**src/clipped_pixmap_blit_top_macros.svh**
```systemverilog
// ----------------------------------------------------------------------------
// Clipped pixmap blit assertion macros
// Shared concurrent assertion forms used by the blit datapath.
// ----------------------------------------------------------------------------
`ifndef CLIPPED_PIXMAP_BLIT_TOP_MACROS_SVH
`define CLIPPED_PIXMAP_BLIT_TOP_MACROS_SVH

// Same-cycle implication, disabled while reset is asserted.
`define CPB_ASSERT_IMPL(lbl, ante, cons, msg) \
	lbl: assert property (@(posedge clk) disable iff (!arst_n) (ante) |-> (cons)) \
		else $error(msg);

// Next-cycle implication, disabled while reset is asserted.
`define CPB_ASSERT_NEXT(lbl, ante, cons, msg) \
	lbl: assert property (@(posedge clk) disable iff (!arst_n) (ante) |=> (cons)) \
		else $error(msg);

`endif

```
**src/cpb_pkg.sv**
```systemverilog
// ----------------------------------------------------------------------------
// Clipped pixmap blit package
// Shared constants, register indexes and interface types of the blit.
// ----------------------------------------------------------------------------
package cpb_pkg;

	localparam int MAX_WIDTH_DEF  = 8;
	localparam int MAX_HEIGHT_DEF = 8;

	localparam logic [2:0] REG_PIXMAP_WIDTH  = 3'd0;
	localparam logic [2:0] REG_PIXMAP_HEIGHT = 3'd1;
	localparam logic [2:0] REG_ANCHOR_X      = 3'd2;
	localparam logic [2:0] REG_ANCHOR_Y      = 3'd3;
	localparam logic [2:0] REG_CLIP_XMIN     = 3'd4;
	localparam logic [2:0] REG_CLIP_XMAX     = 3'd5;
	localparam logic [2:0] REG_CLIP_YMIN     = 3'd6;
	localparam logic [2:0] REG_CLIP_YMAX     = 3'd7;

	localparam logic [1:0] CODE_FG = 2'd1;
	localparam logic [1:0] CODE_BG = 2'd2;

	localparam logic REQ_DRAW = 1'b1;

	typedef struct packed {
		logic [3:0]  pixmap_width;
		logic [3:0]  pixmap_height;
		logic [2:0]  anchor_x;
		logic [2:0]  anchor_y;
		logic [10:0] clip_xmin;
		logic [10:0] clip_xmax;
		logic [10:0] clip_ymin;
		logic [10:0] clip_ymax;
	} cfg_t;

	typedef struct packed {
		logic clr_step;
		logic set_wr;
		logic load;
		logic scan_step;
		logic fin;
	} cmd_t;

	typedef struct packed {
		logic clr_done;
		logic scan_last;
		logic pix_empty;
	} status_t;

endpackage

```
**src/cpb_regs.sv**
```systemverilog
// ----------------------------------------------------------------------------
// Clipped pixmap blit configuration registers
// APB-style register file holding pixmap geometry, anchor and clip window.
// ----------------------------------------------------------------------------
module cpb_regs (
	input  logic          clk,
	input  logic          arst_n,
	input  logic          psel,
	input  logic          penable,
	input  logic          pwrite,
	input  logic [4:0]    paddr,
	input  logic [31:0]   pwdata,
	output logic [31:0]   prdata,
	output logic          pready,
	output cpb_pkg::cfg_t cfg
);

	cpb_pkg::cfg_t cfg_q;
	logic          wr_en;
	logic [2:0]    reg_idx;

	assign pready  = 1'b1;
	assign wr_en   = psel & penable & pwrite;
	assign reg_idx = paddr[4:2];
	assign cfg     = cfg_q;

	always_ff @(posedge clk or negedge arst_n) begin
		if (!arst_n) begin
			cfg_q.pixmap_width  <= 4'd8;
			cfg_q.pixmap_height <= 4'd8;
			cfg_q.anchor_x      <= 3'd4;
			cfg_q.anchor_y      <= 3'd4;
			cfg_q.clip_xmin     <= 11'd0;
			cfg_q.clip_xmax     <= 11'd2047;
			cfg_q.clip_ymin     <= 11'd0;
			cfg_q.clip_ymax     <= 11'd2047;
		end else if (wr_en) begin
			unique case (reg_idx)
				cpb_pkg::REG_PIXMAP_WIDTH:  cfg_q.pixmap_width  <= pwdata[3:0];
				cpb_pkg::REG_PIXMAP_HEIGHT: cfg_q.pixmap_height <= pwdata[3:0];
				cpb_pkg::REG_ANCHOR_X:      cfg_q.anchor_x      <= pwdata[2:0];
				cpb_pkg::REG_ANCHOR_Y:      cfg_q.anchor_y      <= pwdata[2:0];
				cpb_pkg::REG_CLIP_XMIN:     cfg_q.clip_xmin     <= pwdata[10:0];
				cpb_pkg::REG_CLIP_XMAX:     cfg_q.clip_xmax     <= pwdata[10:0];
				cpb_pkg::REG_CLIP_YMIN:     cfg_q.clip_ymin     <= pwdata[10:0];
				cpb_pkg::REG_CLIP_YMAX:     cfg_q.clip_ymax     <= pwdata[10:0];
			endcase
		end
	end

	always_comb begin
		unique case (reg_idx)
			cpb_pkg::REG_PIXMAP_WIDTH:  prdata = {28'd0, cfg_q.pixmap_width};
			cpb_pkg::REG_PIXMAP_HEIGHT: prdata = {28'd0, cfg_q.pixmap_height};
			cpb_pkg::REG_ANCHOR_X:      prdata = {29'd0, cfg_q.anchor_x};
			cpb_pkg::REG_ANCHOR_Y:      prdata = {29'd0, cfg_q.anchor_y};
			cpb_pkg::REG_CLIP_XMIN:     prdata = {21'd0, cfg_q.clip_xmin};
			cpb_pkg::REG_CLIP_XMAX:     prdata = {21'd0, cfg_q.clip_xmax};
			cpb_pkg::REG_CLIP_YMIN:     prdata = {21'd0, cfg_q.clip_ymin};
			cpb_pkg::REG_CLIP_YMAX:     prdata = {21'd0, cfg_q.clip_ymax};
		endcase
	end

endmodule

```
**src/cpb_ctrl.sv**
```systemverilog
// ----------------------------------------------------------------------------
// Clipped pixmap blit controller
// Sequences the clearing pass, set requests and the draw scan.
// ----------------------------------------------------------------------------
module cpb_ctrl (
	input  logic             clk,
	input  logic             arst_n,
	input  logic             start,
	input  logic             req_type,
	input  cpb_pkg::status_t status,
	output cpb_pkg::cmd_t    cmd,
	output logic             busy
);

	typedef enum logic [4:0] {
		ST_CLEAR = 5'b00001,
		ST_IDLE  = 5'b00010,
		ST_SCAN  = 5'b00100,
		ST_DRAIN = 5'b01000,
		ST_FIN   = 5'b10000
	} state_t;

	state_t state_q;
	state_t state_d;

	assign busy = (state_q != ST_IDLE);

	always_comb begin
		state_d       = state_q;
		cmd           = '0;
		unique case (state_q)
			ST_CLEAR: begin
				cmd.clr_step = 1'b1;
				if (status.clr_done) begin
					state_d = ST_IDLE;
				end
			end
			ST_IDLE: begin
				if (start) begin
					if (req_type == cpb_pkg::REQ_DRAW) begin
						cmd.load = 1'b1;
						state_d  = status.pix_empty ? ST_FIN : ST_SCAN;
					end else begin
						cmd.set_wr = 1'b1;
					end
				end
			end
			ST_SCAN: begin
				cmd.scan_step = 1'b1;
				if (status.scan_last) begin
					state_d = ST_DRAIN;
				end
			end
			ST_DRAIN: begin
				state_d = ST_FIN;
			end
			ST_FIN: begin
				cmd.fin = 1'b1;
				state_d = ST_IDLE;
			end
			default: begin
				state_d = ST_CLEAR;
			end
		endcase
	end

	always_ff @(posedge clk or negedge arst_n) begin
		if (!arst_n) begin
			state_q <= ST_CLEAR;
		end else begin
			state_q <= state_d;
		end
	end

endmodule

```
**src/cpb_dp.sv**
```systemverilog
// ----------------------------------------------------------------------------
// Clipped pixmap blit datapath
// Pixmap memory, scan counters, clip test, pending write and result register.
// ----------------------------------------------------------------------------
module cpb_dp #(
	parameter int MAX_WIDTH  = cpb_pkg::MAX_WIDTH_DEF,
	parameter int MAX_HEIGHT = cpb_pkg::MAX_HEIGHT_DEF
) (
	input  logic                clk,
	input  logic                arst_n,
	input  cpb_pkg::cfg_t       cfg,
	input  cpb_pkg::cmd_t       cmd,
	output cpb_pkg::status_t    status,
	input  logic signed [11:0]  pos_x,
	input  logic signed [11:0]  pos_y,
	input  logic [1:0]          pixel_code,
	input  logic [7:0]          fg_color,
	input  logic [7:0]          bg_color,
	output logic                result_strobe,
	output logic                write_valid,
	output logic [10:0]         fb_x,
	output logic [10:0]         fb_y,
	output logic [7:0]          color,
	output logic                last
);

	`include "clipped_pixmap_blit_top_macros.svh"

	localparam int STORE_DEPTH = MAX_WIDTH * MAX_HEIGHT;
	localparam int IW          = (STORE_DEPTH > 1) ? $clog2(STORE_DEPTH) : 1;
	localparam int WCAP        = (MAX_WIDTH > 15) ? 15 : MAX_WIDTH;
	localparam int HCAP        = (MAX_HEIGHT > 15) ? 15 : MAX_HEIGHT;

	logic [1:0]          mem [STORE_DEPTH];

	logic [3:0]          w_eff;
	logic [3:0]          h_eff;
	logic [IW-1:0]       clr_q;
	logic [3:0]          r_q;
	logic [3:0]          c_q;
	logic [IW-1:0]       idx_q;
	logic signed [12:0]  left_q;
	logic signed [12:0]  top_q;
	logic [7:0]          fg_q;
	logic [7:0]          bg_q;

	logic                set_ok;
	logic [7:0]          set_idx;
	logic                mem_we;
	logic [IW-1:0]       mem_waddr;
	logic [1:0]          mem_wdata;

	logic signed [13:0]  fx;
	logic signed [13:0]  fy;
	logic                vis;

	logic                valid_s1;
	logic                vis_s1;
	logic [10:0]         fx_s1;
	logic [10:0]         fy_s1;
	logic [1:0]          code_s1;

	logic                hit;
	logic [7:0]          hit_color;
	logic                emit_mid;

	logic                pend_q;
	logic [10:0]         pend_x_q;
	logic [10:0]         pend_y_q;
	logic [7:0]          pend_color_q;

	logic                out_stb_q;
	logic                out_wv_q;
	logic [10:0]         out_x_q;
	logic [10:0]         out_y_q;
	logic [7:0]          out_color_q;
	logic                out_last_q;

	assign w_eff = (cfg.pixmap_width > 4'(WCAP)) ? 4'(WCAP) : cfg.pixmap_width;
	assign h_eff = (cfg.pixmap_height > 4'(HCAP)) ? 4'(HCAP) : cfg.pixmap_height;

	assign status.clr_done  = (clr_q == IW'(STORE_DEPTH - 1));
	assign status.scan_last = (r_q == h_eff - 4'd1) && (c_q == w_eff - 4'd1);
	assign status.pix_empty = (w_eff == 4'd0) || (h_eff == 4'd0);

	assign set_ok = !pos_x[11] && (pos_x[10:4] == 7'd0) && (pos_x[3:0] < w_eff) &&
		!pos_y[11] && (pos_y[10:4] == 7'd0) && (pos_y[3:0] < h_eff);
	assign set_idx = w_eff * pos_y[3:0] + {4'd0, pos_x[3:0]};

	assign mem_we    = cmd.clr_step | (cmd.set_wr & set_ok);
	assign mem_waddr = cmd.clr_step ? clr_q : IW'(set_idx);
	assign mem_wdata = cmd.clr_step ? 2'd0 : pixel_code;

	always_ff @(posedge clk) begin
		if (mem_we) begin
			mem[mem_waddr] <= mem_wdata;
		end
		code_s1 <= mem[idx_q];
	end

	always_ff @(posedge clk or negedge arst_n) begin
		if (!arst_n) begin
			clr_q <= '0;
		end else if (cmd.clr_step) begin
			clr_q <= clr_q + IW'(1);
		end
	end

	always_ff @(posedge clk) begin
		if (cmd.load) begin
			r_q    <= 4'd0;
			c_q    <= 4'd0;
			idx_q  <= '0;
			left_q <= $signed({pos_x[11], pos_x}) - $signed({10'd0, cfg.anchor_x});
			top_q  <= $signed({pos_y[11], pos_y}) + $signed({10'd0, cfg.anchor_y});
			fg_q   <= fg_color;
			bg_q   <= bg_color;
		end else if (cmd.scan_step) begin
			idx_q <= idx_q + IW'(1);
			if (c_q == w_eff - 4'd1) begin
				c_q <= 4'd0;
				r_q <= r_q + 4'd1;
			end else begin
				c_q <= c_q + 4'd1;
			end
		end
	end

	assign fx  = $signed({left_q[12], left_q}) + $signed({10'd0, c_q});
	assign fy  = $signed({top_q[12], top_q}) - $signed({10'd0, r_q});
	assign vis = (fx >= $signed({3'd0, cfg.clip_xmin})) && (fx < $signed({3'd0, cfg.clip_xmax})) &&
		(fy >= $signed({3'd0, cfg.clip_ymin})) && (fy < $signed({3'd0, cfg.clip_ymax}));

	always_ff @(posedge clk or negedge arst_n) begin
		if (!arst_n) begin
			valid_s1 <= 1'b0;
		end else begin
			valid_s1 <= cmd.scan_step;
		end
	end

	always_ff @(posedge clk) begin
		vis_s1 <= vis;
		fx_s1  <= fx[10:0];
		fy_s1  <= fy[10:0];
	end

	assign hit       = valid_s1 && vis_s1 && (code_s1 == cpb_pkg::CODE_FG ||
		code_s1 == cpb_pkg::CODE_BG);
	assign hit_color = (code_s1 == cpb_pkg::CODE_FG) ? fg_q : bg_q;
	assign emit_mid  = hit & pend_q;

	always_ff @(posedge clk or negedge arst_n) begin
		if (!arst_n) begin
			pend_q <= 1'b0;
		end else if (cmd.load) begin
			pend_q <= 1'b0;
		end else if (hit) begin
			pend_q <= 1'b1;
		end
	end

	always_ff @(posedge clk) begin
		if (hit) begin
			pend_x_q     <= fx_s1;
			pend_y_q     <= fy_s1;
			pend_color_q <= hit_color;
		end
	end

	always_ff @(posedge clk or negedge arst_n) begin
		if (!arst_n) begin
			out_stb_q <= 1'b0;
		end else begin
			out_stb_q <= emit_mid | cmd.fin;
		end
	end

	always_ff @(posedge clk) begin
		if (cmd.fin) begin
			out_wv_q    <= pend_q;
			out_x_q     <= pend_q ? pend_x_q : 11'd0;
			out_y_q     <= pend_q ? pend_y_q : 11'd0;
			out_color_q <= pend_q ? pend_color_q : 8'd0;
			out_last_q  <= 1'b1;
		end else if (emit_mid) begin
			out_wv_q    <= 1'b1;
			out_x_q     <= pend_x_q;
			out_y_q     <= pend_y_q;
			out_color_q <= pend_color_q;
			out_last_q  <= 1'b0;
		end
	end

	assign result_strobe = out_stb_q;
	assign write_valid   = out_wv_q;
	assign fb_x          = out_x_q;
	assign fb_y          = out_y_q;
	assign color         = out_color_q;
	assign last          = out_last_q;

	`CPB_ASSERT_NEXT(a_mid_emit, emit_mid && !cmd.fin, out_stb_q && !out_last_q,
		"A displaced pending write was not emitted as a non-final result.")
	`CPB_ASSERT_NEXT(a_fin_last, cmd.fin, out_stb_q && out_last_q,
		"The end of a draw did not produce a final result.")
	`CPB_ASSERT_IMPL(a_empty_zero, out_stb_q && !out_wv_q,
		out_last_q && out_x_q == 11'd0 && out_y_q == 11'd0 && out_color_q == 8'd0,
		"An empty result is not a zeroed final result.")

endmodule

```
**src/clipped_pixmap_blit_top.sv**
```systemverilog
// ----------------------------------------------------------------------------
// Clipped pixmap blit top level
// Stores a small pixmap of 2-bit codes and draws it clipped onto a framebuffer.
// ----------------------------------------------------------------------------
// A request is accepted on a rising edge with start high and busy low.
// A set request (req_type 0) stores pixel_code at pixmap cell (pos_x, pos_y)
// in that cycle and gives no result; busy stays low, so sets may follow in
// every cycle. A draw request (req_type 1) scans every cell of the pixmap in
// use, one cell per cycle through the pixmap memory read port, and emits one
// framebuffer write transaction per visible foreground or background cell,
// rows from top to bottom and columns left to right. Each result is shown for
// one cycle with result_strobe high; the receiver cannot stall it. The final
// result of a draw carries last; a draw that writes nothing gives one result
// with write_valid low and last high. A draw holds busy through the scan
// state, a drain state and a final state (the final state alone for an empty
// pixmap); its final result appears in the cycle busy falls. After reset the
// whole pixmap memory is cleared with busy high; register writes on the
// APB-style port are taken at any time and should be made while busy is low.
// ----------------------------------------------------------------------------
module clipped_pixmap_blit_top #(
	parameter int MAX_WIDTH  = cpb_pkg::MAX_WIDTH_DEF,
	parameter int MAX_HEIGHT = cpb_pkg::MAX_HEIGHT_DEF
) (
	input  logic               clk,
	input  logic               arst_n,
	input  logic               start,
	output logic               busy,
	input  logic               req_type,
	input  logic signed [11:0] pos_x,
	input  logic signed [11:0] pos_y,
	input  logic [1:0]         pixel_code,
	input  logic [7:0]         fg_color,
	input  logic [7:0]         bg_color,
	output logic               result_strobe,
	output logic               write_valid,
	output logic [10:0]        fb_x,
	output logic [10:0]        fb_y,
	output logic [7:0]         color,
	output logic               last,
	input  logic               psel,
	input  logic               penable,
	input  logic               pwrite,
	input  logic [4:0]         paddr,
	input  logic [31:0]        pwdata,
	output logic [31:0]        prdata,
	output logic               pready
);

	cpb_pkg::cfg_t    cfg;
	cpb_pkg::cmd_t    cmd;
	cpb_pkg::status_t status;

	cpb_regs u_regs (
		.clk     (clk),
		.arst_n  (arst_n),
		.psel    (psel),
		.penable (penable),
		.pwrite  (pwrite),
		.paddr   (paddr),
		.pwdata  (pwdata),
		.prdata  (prdata),
		.pready  (pready),
		.cfg     (cfg)
	);

	cpb_ctrl u_ctrl (
		.clk      (clk),
		.arst_n   (arst_n),
		.start    (start),
		.req_type (req_type),
		.status   (status),
		.cmd      (cmd),
		.busy     (busy)
	);

	cpb_dp #(
		.MAX_WIDTH  (MAX_WIDTH),
		.MAX_HEIGHT (MAX_HEIGHT)
	) u_dp (
		.clk           (clk),
		.arst_n        (arst_n),
		.cfg           (cfg),
		.cmd           (cmd),
		.status        (status),
		.pos_x         (pos_x),
		.pos_y         (pos_y),
		.pixel_code    (pixel_code),
		.fg_color      (fg_color),
		.bg_color      (bg_color),
		.result_strobe (result_strobe),
		.write_valid   (write_valid),
		.fb_x          (fb_x),
		.fb_y          (fb_y),
		.color         (color),
		.last          (last)
	);

endmodule
```
**config.mk**
```make
export PLATFORM = sky130hd
export DESIGN_NAME = clipped_pixmap_blit_top
export DESIGN_NICKNAME = d
export VERILOG_FILES = /design/src/cpb_pkg.sv /design/src/cpb_regs.sv /design/src/cpb_ctrl.sv /design/src/cpb_dp.sv /design/src/clipped_pixmap_blit_top.sv
export VERILOG_INCLUDE_DIRS = /design/src /design/src/src
export SDC_FILE = /design/constraint.sdc
export NUM_CORES = 1
export LEC_CHECK = 0
export BUFFER_PORTS_ARGS = -buffer_cell sky130_fd_sc_hd__clkbuf_2
export CORE_MARGIN = 8
export CORE_UTILIZATION = 54
export DETAILED_ROUTE_END_ITERATION = 10
export PLACE_DENSITY = 0.77
export SLEW_MARGIN = 25
export SYNTH_ARGS = -nofsm -noshare
export SYNTH_HDL_FRONTEND = slang
export SYNTH_SLANG_ARGS = --single-unit
```
**constraint.sdc**
```tcl
create_clock -name clk -period 4.2 [get_ports clk]
set_input_delay 0 -clock clk [delete_from_list [all_inputs] [get_ports clk]]
set_output_delay 0 -clock clk [all_outputs]
set_load 0.01 [all_outputs]
```
==> reports/qor.yml <==
nNetsFinal: 1645
cts_root_buf: "clkbuf_16"
grt_pass1_vias: 10850
drt-vias-per-instance: 5.611
grt_antenna_before_repair: 0
max_slew_margin_pct: 39.69
place_area_mm2: 0.01745
grt-ovfl-total: 0
core_area_mm2: 0.02964
fin_area_mm2: 0.01936
syn_inst: 1272
synth_area_leaders: "edfxtp_1, dfrtp_1, ha_1"
die_area_mm2: 0.03597
synth_common_cells: "edfxtp_1, nor2_1, nand2_1"
cpMostUsedCell: "fa_1"
rows: 63
grt_max_degree: 73
slowest_delay_ns: 0.55
final.fill_count: 2159
grt_pass1_wl_mm: 58.70
fp.dieH_um: 189.7
cp-end-kind: "register"
hold_ws_ns: 0.05563
slew_viol_final: 0
dieWidth_um: 189.7
ys_types: 67
power_density_mw_per_mm2: 497.6
start_util_pct: 54.94
dp_hpwl_mm: 25.66
synth_top_area_share_pct: 42.60
firstDrtPassIters: 7
reg2reg_from: "u_regs.cfg[57]"
synth_top_cell_by_area: "edfxtp_1"
tns_ns: 0
clkTransAtPathRegs_ns: 0.06
rsz0062_at_grt: "yes"
arrival_ns: 4.41
finalSetupViolations: 0
synth-seq-cells: 343
tightest_slew_ns: 0.9025
synth_area_mm2: 0.01628
htreeDepth: 2
antenna_left: 0
cts_max_path_buffers: 3
period_minus_slack_ns: 4.148
yosysMostFrequentCell: "edfxtp_1"
drive_gt1_share_pct: 24.82
post_drt_wl_per_cell_um: 19.66
drc: 0
drtIter0Drc: 812
place.gp.congestion: 0.8654
num_io_pins: 153
syn2layout_area_growth_pct: 18.89
path_max_fanout: 8
cts_tree: "built"
numCtsBuffers: 36
peakVddDrop_mv: 0.7025
clock_latency_ns: 0.52
synth-main-ff-cell: "edfxtp_1"
yosysWarnings: 0
clock_sinks: 343
crit_start: "u_regs.cfg[57]"
required_ns: 4.46
synth_area_per_cell_um2: 12.80
ys_seq_area_share_pct: 58.79
finalClockSkew_ns: 0.02714
antenna_cells: 0
min_path_type: "input port to asynchronous set/reset pin"
post-route-period-util_pct: 98.75
clock.fmax_mhz: 241.1
status: "finished clean"
critPathSlowestCell: "fa_1"
path_class: "register to register"
worstSetupStartpointType: "register"
port_buffers: 107
wl_mm: 37.06
async_reset_ff_share_pct: 20.99
cap_violations: 0
p_leak_nw: 7.585
dr_total_vias: 10580
timing.final.hold_violations: 0
synth-edff-count: 231
crit_path_cell_trace: "and2b_2 > and2_4 > fa_1 > fa_1 > fa_1 > ha_4 > a21o_1 > a21oi_2 > xnor3_1 > mux2i_4 > buf_6 > nand2b_4 > nor2_2"
grt_usage_pct: 20.61
-- metrics by stage --
| stage | setup WS (ns) | total power [mW] | std cells | util (%) |
|---|---|---|---|---|
| after floorplan | -0.05542 | 5.743 | 1292 | - |
| after global placement | 0.007155 | 6.332 | 1762 | 58.86 |
| after global routing | -0.07920 | 10.08 | 1885 | 65.32 |
| after detailed placement | -0.05220 | 6.407 | 1762 | 58.88 |
| after CTS | 0.003074 | 9.564 | 1885 | 64.76 |
| final | 0.05244 | 9.635 | 1885 | 65.32 |
-- timing repair --
item	4_1_cts	5_1_grt
setup buffers	1	0
endpoints found under the hold margin	142	0
cloned	0	0
hold buffers	57	0
gates resized for setup	10	46
endpoints found under the setup margin	66	128
pin swaps	3	2
-- metal layers --
layer	global-route usage [%]	wire length (um)	vias up
met2	34.04	17790	381
met4	6.735	1067	0
met1	27.22	15690	5193
li1	-	-	4927
met3	3.955	2509	75
met5	0	0	-
-- kinds of logic after synthesis --
group	after synthesis	share of synthesized area, %
adders and majority gates	91	7.453
DFF	343	58.79
muxes	75	7.952
AOI/OAI and AO/OA	168	6.531
and+or+nand+nor	385	11.69
buffers and inverters	142	3.911
other	2	0.04612
xor gates and xnor gates	66	3.634
-- flip-flops by register name (all words and copies together) (netlist names), 2 cells and up --
signal             flops
u_dp.fy_s1            11
u_dp.idx_q             6
u_dp.code_s1           2
u_dp.mem             128
u_dp.fg_q              8
u_dp.bg_q              8
u_dp.fb_x             11
u_dp.clr_q             6
u_ctrl.state_q         5
u_dp.left_q           13
u_dp.color             8
u_dp.pend_y_q         11
u_dp.r_q               4
u_regs.cfg            58
u_dp.c_q               4
u_dp.pend_color_q      8
u_dp.top_q            13
u_dp.fb_y             11
u_dp.fx_s1            11
u_dp.pend_x_q         11
-- power breakdown --
part / switching, mW / internal (mW) / total [mW] / leakage [nW]
sequential: 0.191 / 4.02 / 4.21 / 3.26
clock: 1.27 / 1.82 / 3.09 / 0.550
combinational: 1.38 / 0.958 / 2.34 / 3.77
total: 2.84 / 6.79 / 9.63 / 7.59
-- worst paths after layout --
path,slack [ns],to,cells past startpoint
worst max register to register,0.05,u_dp.mem[34][1],13
worst min register to register,0.38,u_dp.pend_x_q[7],0
worst min-delay path,0.06,u_regs.cfg[45],2
max in group asynchronous,3.57,u_regs.cfg[15],2
worst max-delay path,0.05,u_dp.mem[34][1],13
min in group clk,0.07,u_dp.left_q[0],4
-- placed cells by master (no fill, tap or decap), types with 43 or more instances in the layout --
cell,instances
dfrtp_1,45
edfxtp_1,231
nor2_1,62
dlygate4sd3_1,57
nor2_2,43
o21ai_0,62
inv_1,76
ha_1,79
clkbuf_2,106
nand2_1,93
-- area by class of cell --
class | count | area, um2 | area share, %
Clock buffer | 51 | 977.2 | 5.047
Clock inverter | 14 | 161.4 | 0.8337
Inverter | 76 | 285.3 | 1.473
Multi-Input combinational cell | 807 | 6447 | 33.30
Sequential cell | 343 | 9574 | 49.45
Tap cell | 390 | 488.0 | 2.520
Timing Repair Buffer | 204 | 1428 | 7.374
-- worst max-delay path, delay by kind of cell, from the launching register on --
| kind | cells | cell delay [ns] |
|---|---|---|
| compound gates | 2 | 0.29 |
| xor+xnor | 1 | 0.26 |
| fa+ha+maj | 4 | 1.72 |
| buf+inv | 1 | 0.18 |
| flops | 1 | 0.54 |
| mux | 1 | 0.23 |
| simple gates | 4 | 0.67 |
(Power assumes the default switching activity.)
